--- src/hw/rtl/hpt_pkg.sv ---
package hpt_pkg;

	// field and register widths
	localparam int unsigned PeriodW  = 15;
	localparam int unsigned TimeoutW = 16;
	localparam int unsigned CountW   = 16;

	// divider: 20-bit dividend covers one million, 16-bit divisor covers both divisions
	localparam int unsigned DivW    = 20;
	localparam int unsigned DvsrW   = 16;
	localparam int unsigned DivCntW = $clog2(DivW);

	localparam logic [DivW-1:0]    UsPerSecond  = DivW'(1000000);
	localparam logic [DivCntW-1:0] DivLastCnt   = DivCntW'(DivW - 1);
	localparam logic [CountW-1:0]  EdgeWrap     = CountW'(32764);
	localparam logic [PeriodW-1:0] PeriodReset  = PeriodW'(75);
	localparam logic [TimeoutW-1:0] TimeoutReset = TimeoutW'(26668);

	// register indexes, selected by paddr[2]
	localparam logic RegTickPeriod = 1'b0;
	localparam logic RegTimeout    = 1'b1;

	typedef enum logic [2:0] {
		ST_IDLE,
		ST_DIV_RATE,
		ST_RELOAD,
		ST_DIV_TICK,
		ST_SCALE,
		ST_EMIT
	} hpt_state_t;

	typedef struct packed {
		logic accept;
		logic div_load_rate;
		logic div_step;
		logic div_load_tick;
		logic scale;
		logic emit;
	} hpt_cmd_t;

	typedef struct packed {
		logic update;
		logic div_last;
		logic out_free;
	} hpt_status_t;

	// 60 * q modulo 2^16, as 64q - 4q
	function automatic logic [CountW-1:0] times_sixty(input logic [CountW-1:0] q);
		logic [CountW-1:0] q64;
		logic [CountW-1:0] q4;
		q64 = q << 6;
		q4  = q << 2;
		return q64 - q4;
	endfunction

endpackage

--- src/hw/rtl/hpt_cfg.sv ---
module hpt_cfg
	import hpt_pkg::*;
(
	input  logic                clk,
	input  logic                arst_n,
	input  logic                psel,
	input  logic                penable,
	input  logic                pwrite,
	input  logic [2:0]          paddr,
	input  logic [31:0]         pwdata,
	output logic [31:0]         prdata,
	output logic                pready,
	output logic [PeriodW-1:0]  tick_period,
	output logic [TimeoutW-1:0] timeout_ticks
);

	logic [PeriodW-1:0]  period_q;
	logic [TimeoutW-1:0] timeout_q;
	logic                wr_en;

	assign pready = 1'b1;
	assign wr_en  = psel & penable & pwrite;

	// register writes, word select on address bit 2
	always_ff @(posedge clk or negedge arst_n) begin
		if (!arst_n) begin
			period_q  <= PeriodReset;
			timeout_q <= TimeoutReset;
		end else if (wr_en) begin
			if (paddr[2] == RegTickPeriod) begin
				period_q <= pwdata[PeriodW-1:0];
			end else begin
				timeout_q <= pwdata[TimeoutW-1:0];
			end
		end
	end

	// read back
	always_comb begin
		if (paddr[2] == RegTimeout) begin
			prdata = {{(32-TimeoutW){1'b0}}, timeout_q};
		end else begin
			prdata = {{(32-PeriodW){1'b0}}, period_q};
		end
	end

	assign tick_period   = period_q;
	assign timeout_ticks = timeout_q;

endmodule

--- src/hw/rtl/hpt_ctrl.sv ---
module hpt_ctrl
	import hpt_pkg::*;
(
	input  logic        clk,
	input  logic        arst_n,
	input  logic        hall_valid,
	output logic        hall_stall,
	input  hpt_status_t status,
	output hpt_cmd_t    cmd
);

	hpt_state_t state_q;
	hpt_state_t state_d;

	always_ff @(posedge clk or negedge arst_n) begin
		if (!arst_n) begin
			state_q <= ST_IDLE;
		end else begin
			state_q <= state_d;
		end
	end

	// next state and commands
	always_comb begin
		state_d    = state_q;
		cmd        = '0;
		hall_stall = 1'b1;
		case (state_q)
			ST_IDLE: begin
				hall_stall = 1'b0;
				if (hall_valid) begin
					cmd.accept = 1'b1;
					if (status.update) begin
						cmd.div_load_rate = 1'b1;
						state_d           = ST_DIV_RATE;
					end else begin
						state_d = ST_EMIT;
					end
				end
			end
			ST_DIV_RATE: begin
				cmd.div_step = 1'b1;
				if (status.div_last) begin
					state_d = ST_RELOAD;
				end
			end
			ST_RELOAD: begin
				cmd.div_load_tick = 1'b1;
				state_d           = ST_DIV_TICK;
			end
			ST_DIV_TICK: begin
				cmd.div_step = 1'b1;
				if (status.div_last) begin
					state_d = ST_SCALE;
				end
			end
			ST_SCALE: begin
				cmd.scale = 1'b1;
				state_d   = ST_EMIT;
			end
			ST_EMIT: begin
				if (status.out_free) begin
					cmd.emit = 1'b1;
					state_d  = ST_IDLE;
				end
			end
			default: begin
				state_d = ST_IDLE;
			end
		endcase
	end

endmodule

--- src/hw/rtl/hpt_dp.sv ---
module hpt_dp
	import hpt_pkg::*;
(
	input  logic                clk,
	input  logic                arst_n,
	input  hpt_cmd_t            cmd,
	output hpt_status_t         status,
	input  logic                hall_level,
	input  logic [PeriodW-1:0]  tick_period,
	input  logic [TimeoutW-1:0] timeout_ticks,
	input  logic                result_stall,
	output logic                result_valid,
	output logic [CountW-1:0]   speed_value,
	output logic [CountW-1:0]   rev_count
);

	// tachometer state
	logic              prev_q;
	logic              running_q;
	logic [CountW-1:0] tick_q;
	logic [CountW-1:0] edge_q;
	logic [CountW-1:0] speed_q;
	logic [CountW-1:0] upd_q;
	logic [CountW-1:0] div_tick_q;

	// divider
	logic [DvsrW-1:0]   rem_q;
	logic [DivW-1:0]    quot_q;
	logic [DvsrW-1:0]   dvsr_q;
	logic [DivCntW-1:0] cnt_q;

	// output register
	logic              out_valid_q;
	logic [CountW-1:0] out_speed_q;
	logic [CountW-1:0] out_rev_q;

	logic              edge_seen;
	logic [CountW-1:0] tick_inc;
	logic [CountW-1:0] edge_base;
	logic [CountW-1:0] edge_inc;
	logic              update;
	logic [DvsrW:0]    trial;
	logic [DvsrW:0]    diff;
	logic              fits;

	// per-tick edge and counter logic
	assign edge_seen = hall_level ^ prev_q;
	assign tick_inc  = tick_q + CountW'(1);
	assign edge_base = (edge_q >= EdgeWrap) ? '0 : edge_q;
	assign edge_inc  = edge_base + CountW'(1);
	assign update    = running_q & edge_seen & (edge_inc != '0) & ~edge_inc[0];

	always_ff @(posedge clk or negedge arst_n) begin
		if (!arst_n) begin
			prev_q     <= 1'b0;
			running_q  <= 1'b0;
			tick_q     <= '0;
			edge_q     <= '0;
			speed_q    <= '0;
			upd_q      <= '0;
		end else begin
			if (cmd.accept) begin
				prev_q <= hall_level;
				if (!running_q) begin
					tick_q    <= '0;
					edge_q    <= '0;
					speed_q   <= '0;
					upd_q     <= '0;
					running_q <= edge_seen;
				end else begin
					if (tick_q > timeout_ticks) begin
						running_q <= 1'b0;
					end
					tick_q <= update ? '0 : tick_inc;
					edge_q <= edge_seen ? edge_inc : edge_base;
					if (update) begin
						upd_q <= upd_q + CountW'(1);
					end
				end
			end
			if (cmd.scale) begin
				speed_q <= times_sixty(quot_q[CountW-1:0]);
			end
		end
	end

	// tick count held for the second division
	always_ff @(posedge clk) begin
		if (cmd.accept && update) begin
			div_tick_q <= tick_inc;
		end
	end

	// restoring divider, one quotient bit a cycle
	assign trial = {rem_q, quot_q[DivW-1]};
	assign diff  = trial - {1'b0, dvsr_q};
	assign fits  = trial >= {1'b0, dvsr_q};

	always_ff @(posedge clk) begin
		if (cmd.div_load_rate) begin
			rem_q  <= '0;
			quot_q <= UsPerSecond;
			dvsr_q <= {{(DvsrW-PeriodW){1'b0}}, tick_period};
			cnt_q  <= DivLastCnt;
		end else if (cmd.div_load_tick) begin
			rem_q  <= '0;
			quot_q <= {{(DivW-CountW){1'b0}}, quot_q[CountW-1:0]};
			dvsr_q <= div_tick_q;
			cnt_q  <= DivLastCnt;
		end else if (cmd.div_step) begin
			rem_q  <= fits ? diff[DvsrW-1:0] : trial[DvsrW-1:0];
			quot_q <= {quot_q[DivW-2:0], fits};
			cnt_q  <= cnt_q - DivCntW'(1);
		end
	end

	// output register
	always_ff @(posedge clk or negedge arst_n) begin
		if (!arst_n) begin
			out_valid_q <= 1'b0;
		end else if (cmd.emit) begin
			out_valid_q <= 1'b1;
		end else if (!result_stall) begin
			out_valid_q <= 1'b0;
		end
	end

	always_ff @(posedge clk) begin
		if (cmd.emit) begin
			out_speed_q <= speed_q;
			out_rev_q   <= upd_q;
		end
	end

	assign status.update   = update;
	assign status.div_last = (cnt_q == '0);
	assign status.out_free = ~out_valid_q | ~result_stall;

	assign result_valid = out_valid_q;
	assign speed_value  = out_speed_q;
	assign rev_count    = out_rev_q;

endmodule

--- src/hw/rtl/hall_pulse_tachometer_unit.sv ---
// channel   | handshake                  | payload
// hall      | hall_valid / hall_stall    | hall_level
// result    | result_valid / result_stall| speed_value, rev_count
// config    | apb rd/wr, pready tied high| tick_period_us @0x0, timeout_ticks @0x4
//
// a tick without a speed update goes from accept via emit to the result register
// a tick that updates the speed makes two 20-step passes of the one
// restoring divider (one million by the period, then by the tick count) plus
// reload, scaling and load of the result register
// one tick in flight; the next is taken once its result sits in the output
// register, so a stalled result beat holds only the following tick
// arst_n clears the tick, edge and revolution counters, the mode and the output
// valid; registers reset to 75 and 26668
module hall_pulse_tachometer_unit
	import hpt_pkg::*;
(
	input  logic                clk,
	input  logic                arst_n,
	input  logic                hall_valid,
	output logic                hall_stall,
	input  logic                hall_level,
	output logic                result_valid,
	input  logic                result_stall,
	output logic [CountW-1:0]   speed_value,
	output logic [CountW-1:0]   rev_count,
	input  logic                psel,
	input  logic                penable,
	input  logic                pwrite,
	input  logic [2:0]          paddr,
	input  logic [31:0]         pwdata,
	output logic [31:0]         prdata,
	output logic                pready
);

	logic [PeriodW-1:0]  tick_period;
	logic [TimeoutW-1:0] timeout_ticks;
	hpt_cmd_t            cmd;
	hpt_status_t         status;

	hpt_cfg u_cfg (
		.clk           (clk),
		.arst_n        (arst_n),
		.psel          (psel),
		.penable       (penable),
		.pwrite        (pwrite),
		.paddr         (paddr),
		.pwdata        (pwdata),
		.prdata        (prdata),
		.pready        (pready),
		.tick_period   (tick_period),
		.timeout_ticks (timeout_ticks)
	);

	hpt_ctrl u_ctrl (
		.clk        (clk),
		.arst_n     (arst_n),
		.hall_valid (hall_valid),
		.hall_stall (hall_stall),
		.status     (status),
		.cmd        (cmd)
	);

	hpt_dp u_dp (
		.clk           (clk),
		.arst_n        (arst_n),
		.cmd           (cmd),
		.status        (status),
		.hall_level    (hall_level),
		.tick_period   (tick_period),
		.timeout_ticks (timeout_ticks),
		.result_stall  (result_stall),
		.result_valid  (result_valid),
		.speed_value   (speed_value),
		.rev_count     (rev_count)
	);

endmodule

--- config.mk ---
export PLATFORM = sky130hd
export DESIGN_NAME = hall_pulse_tachometer_unit
export DESIGN_NICKNAME = d
export VERILOG_FILES = /design/src/hw/rtl/hpt_pkg.sv /design/src/hw/rtl/hpt_cfg.sv /design/src/hw/rtl/hpt_ctrl.sv /design/src/hw/rtl/hpt_dp.sv /design/src/hw/rtl/hall_pulse_tachometer_unit.sv
export SDC_FILE = /design/constraint.sdc
export NUM_CORES = 1
export LEC_CHECK = 0
export BUFFER_PORTS_ARGS = -buffer_cell sky130_fd_sc_hd__clkbuf_2
export CAP_MARGIN = 20
export CORE_ASPECT_RATIO = 2
export CORE_MARGIN = 5
export CORE_UTILIZATION = 25
export DETAILED_ROUTE_END_ITERATION = 10
export GPL_TIMING_DRIVEN = 0
export HOLD_SLACK_MARGIN = 0.1
export PLACE_DENSITY = 0.41
export SKIP_LAST_GASP = 1
export SYNTH_ARGS = -nofsm -noshare
export SYNTH_HDL_FRONTEND = slang
export SYNTH_HIERARCHICAL = 1
export SYNTH_SLANG_ARGS = --single-unit
--- constraint.sdc ---
create_clock -name clk -period 4.6 [get_ports clk]
set_input_delay 0.92 -clock clk [delete_from_list [all_inputs] [get_ports clk]]
set_output_delay 0.92 -clock clk [all_outputs]
set_load 0.05 [all_outputs]
==> impl_metrics.tcl <==
set metrics [dict create \
    outcome "completed" \
    avgSynthCellArea_um2 10.7 \
    synth_cell_types 82 \
    r2r_slack_ps 190 \
    rows 107 \
    grt_pass1_wl_mm 47.0 \
    cp.required_ps 4970 \
    drive_above_1_share 0.230 \
    cp_max_fo 11 \
    insertion_delay_ps 520 \
    final.setup.worst_slack_ps 194 \
    synthCells 1001 \
    largest_reg_flops 20 \
    setup_violations 0 \
    clockBufferDepth 3 \
    nNetsFinal 1212 \
    port_buffers 71 \
    viasPerCell 4.61 \
    place_ws_ps -1350 \
    fin_crit_sh 0.958 \
    syn2layout_area_growth_pct 18.4 \
    pwr_density_cell_mw_per_mm2 603 \
    place_congestion 0.801 \
    holdBufCountCts 0 \
    peakVddDrop_uv 262 \
    crit_type "reg2reg" \
    r2r_start "u_dp/edge_q[3]" \
    diodes 0 \
    io-pin-count 110 \
    critical_path.endpoint_type "register" \
    synth_top_area_frac 0.207 \
    maxSlewViolCount 0 \
    final.min_clock_period_ps 4410 \
    leakagePower_nw 5.51 \
    async_flop_share 0.490 \
    max_freq_mhz 227 \
    critPathArrivalTime_ps 4780 \
    hold_viol 0 \
    dieArea_mm2 0.0475 \
    die_height_um 303 \
    ys_warn_count 6 \
    synth.area.top_cells "dfrtp_1 21%, edfxtp_1 17%, dfxtp_1 7.8%" \
    dp_hpwl_mm 23.1 \
    synthesis.area_mm2 0.0107 \
    drc 0 \
    grt-ovfl-total 0 \
    htree_levels 1 \
    numClockSinks 202 \
    ys_top_cells_by_count "89 x dfrtp_1, 82 x nand2_1, 62 x inv_1" \
    worstSetupStartpointType "register" \
    numCtsBuffers 21 \
    regMostFlops "u_dp/quot_q" \
    dr.pass1.iters 4 \
    finClkSkew_ps 17.3 \
    grt_usage 0.127 \
    vias 7755 \
    grt_pass1_vias 7989 \
    cts.clk_slew.worst_paths_ps 70 \
    ys_seq_area_frac 0.480 \
    drv_cap 0 \
    drt_iter0_markers 225 \
    die_x_um 157 \
    root_buffer "clkbuf_16" \
    slew_headroom 0.249 \
    r2r-end "u_dp/cnt_q[0]" \
    ys_ff_latch 202 \
    grt_max_degree 73 \
    drt_wl_total_mm 30.3 \
    antenna_found_initial 1 \
    cts_tree "yes" \
    r2r_cells 19 \
    synth_top_cell_by_area "dfrtp_1" \
    worstMarginPinSlew_ps 1100 \
    core_mm2 0.0426 \
    rsz0062_at_grt "no" \
    synth-edff-count 61 \
    ys.flop_type "dfrtp_1" \
    hold_path_class "in2async" \
    yosysMostFrequentCell "dfrtp_1" \
    post-route-util 0.299 \
    detail-route-antenna-nets 0 \
    start_util 0.252 \
    drt-wirelength-per-cell_um 18.0 \
    num-fill-cells 4530 \
]
## where the power goes
group	total, W	internal, W	switching (W)
Clock	0.00172	0.000973	0.000749
Combinational	0.00326	0.00135	0.00191
Sequential	0.00269	0.00232	0.000369
Total	0.00767	0.00464	0.00302
## timing repair
item	4_1_cts	5_1_grt
pin swaps	1	1
cloned	1	0
endpoints found under the setup margin	72	23
gates resized for setup	15	0
setup buffers	4	4
## cells by family after synthesis
kind of cell | share of synthesized area
buffers and inverters | 0.0568
XOR/XNOR | 0.0367
multiplexers | 0.0900
other | 0.00105
AO/OA/AOI/OAI | 0.149
AND/OR/NAND/NOR | 0.131
adder cells (fa/ha/maj) | 0.0554
flip-flops | 0.480
## critical path, cell delays in order, from the launching register on
cell and delay (ps):
dfrtp_1 480, and4_2 360, a41oi_4 190, and2_1 210, ha_1 280, nand2b_4 140
nor3_4 70, or4_4 510, a2111oi_4 490, a21o_1 180, buf_4 150, inv_2 50
buf_4 120, and3_4 210, nor2_1 150, clkbuf_8 220, clkinvlp_4 100, buf_4 160
a21oi_1 100, o21ai_0 90
## cell usage in the layout (no fill, tap or decap), types with 9 or more instances in the layout
cell,count
o21ai_1,11
nand4_1,15
a32o_1,11
nor3_1,14
xnor2_1,28
a21o_1,19
clkbuf_2,71
nor3b_1,10
conb_1,19
nor2_1,27
buf_4,30
dfxtp_1,42
inv_1,61
o21ai_0,49
xor2_1,17
clkbuf_1,30
a31oi_1,12
and3_1,11
mux2_4,10
nand2_1,82
dfstp_2,10
dfrtp_1,88
o31ai_1,9
mux2_2,52
edfxtp_1,61
clkbuf_16,21
nand3_1,28
mux2i_1,22
nor2b_1,13
ha_1,46
a21oi_1,61
## how the worst max path moves through the flow
| stage | from | to | slack (ps) | cells after the start |
|---|---|---|---|---|
| floorplan | u_dp/edge_q[2] | u_dp/upd_q[10] | 60 | 14 |
| global placement | u_dp/edge_q[2] | u_dp/upd_q[10] | -1890 | 14 |
| detailed placement | u_dp/edge_q[2] | u_dp/cnt_q[0] | -1350 | 20 |
| CTS | u_dp/edge_q[6] | u_dp/cnt_q[0] | 70 | 20 |
| global route | u_dp/edge_q[6] | u_dp/cnt_q[0] | 30 | 20 |
| finish | u_dp/edge_q[3] | u_dp/cnt_q[0] | 190 | 19 |
## metrics by stage
step                      instances  setup TNS (ps)  total power, W  area [µm²]  hold WS [ps]
after floorplan                1017               0         0.00509       10800           425
after global placement         1633         -110330         0.00597       11800           436
after detailed placement       1637          -56090         0.00601       11900           436
after CTS                      1677               0         0.00782       12700           283
after global routing           1681               0         0.00825       12700           303
final                          1681               0         0.00767       12700           303
## cell type report
class,count,area (µm²),share of cell area
clock buffer,29,566,0.0444
timing repair buffer,83,502,0.0394
tap,545,682,0.0536
multi-input combinational,687,5090,0.400
sequential,202,5160,0.406
buffer,62,378,0.0297
clock inverter,8,90.1,0.00708
inverter,64,244,0.0192
timing repair inverter,1,7.51,0.000590
## routing by layer
metal  GRT usage  vias up  routed length (µm)
li1            -     3828                   -
met1       0.134     3767               11400
met2       0.251      113               17000
met3      0.0157       45                 885
met4      0.0478        2                1050
met5           0        -                  11
Note: power is estimated with default switching activity, not from simulation.
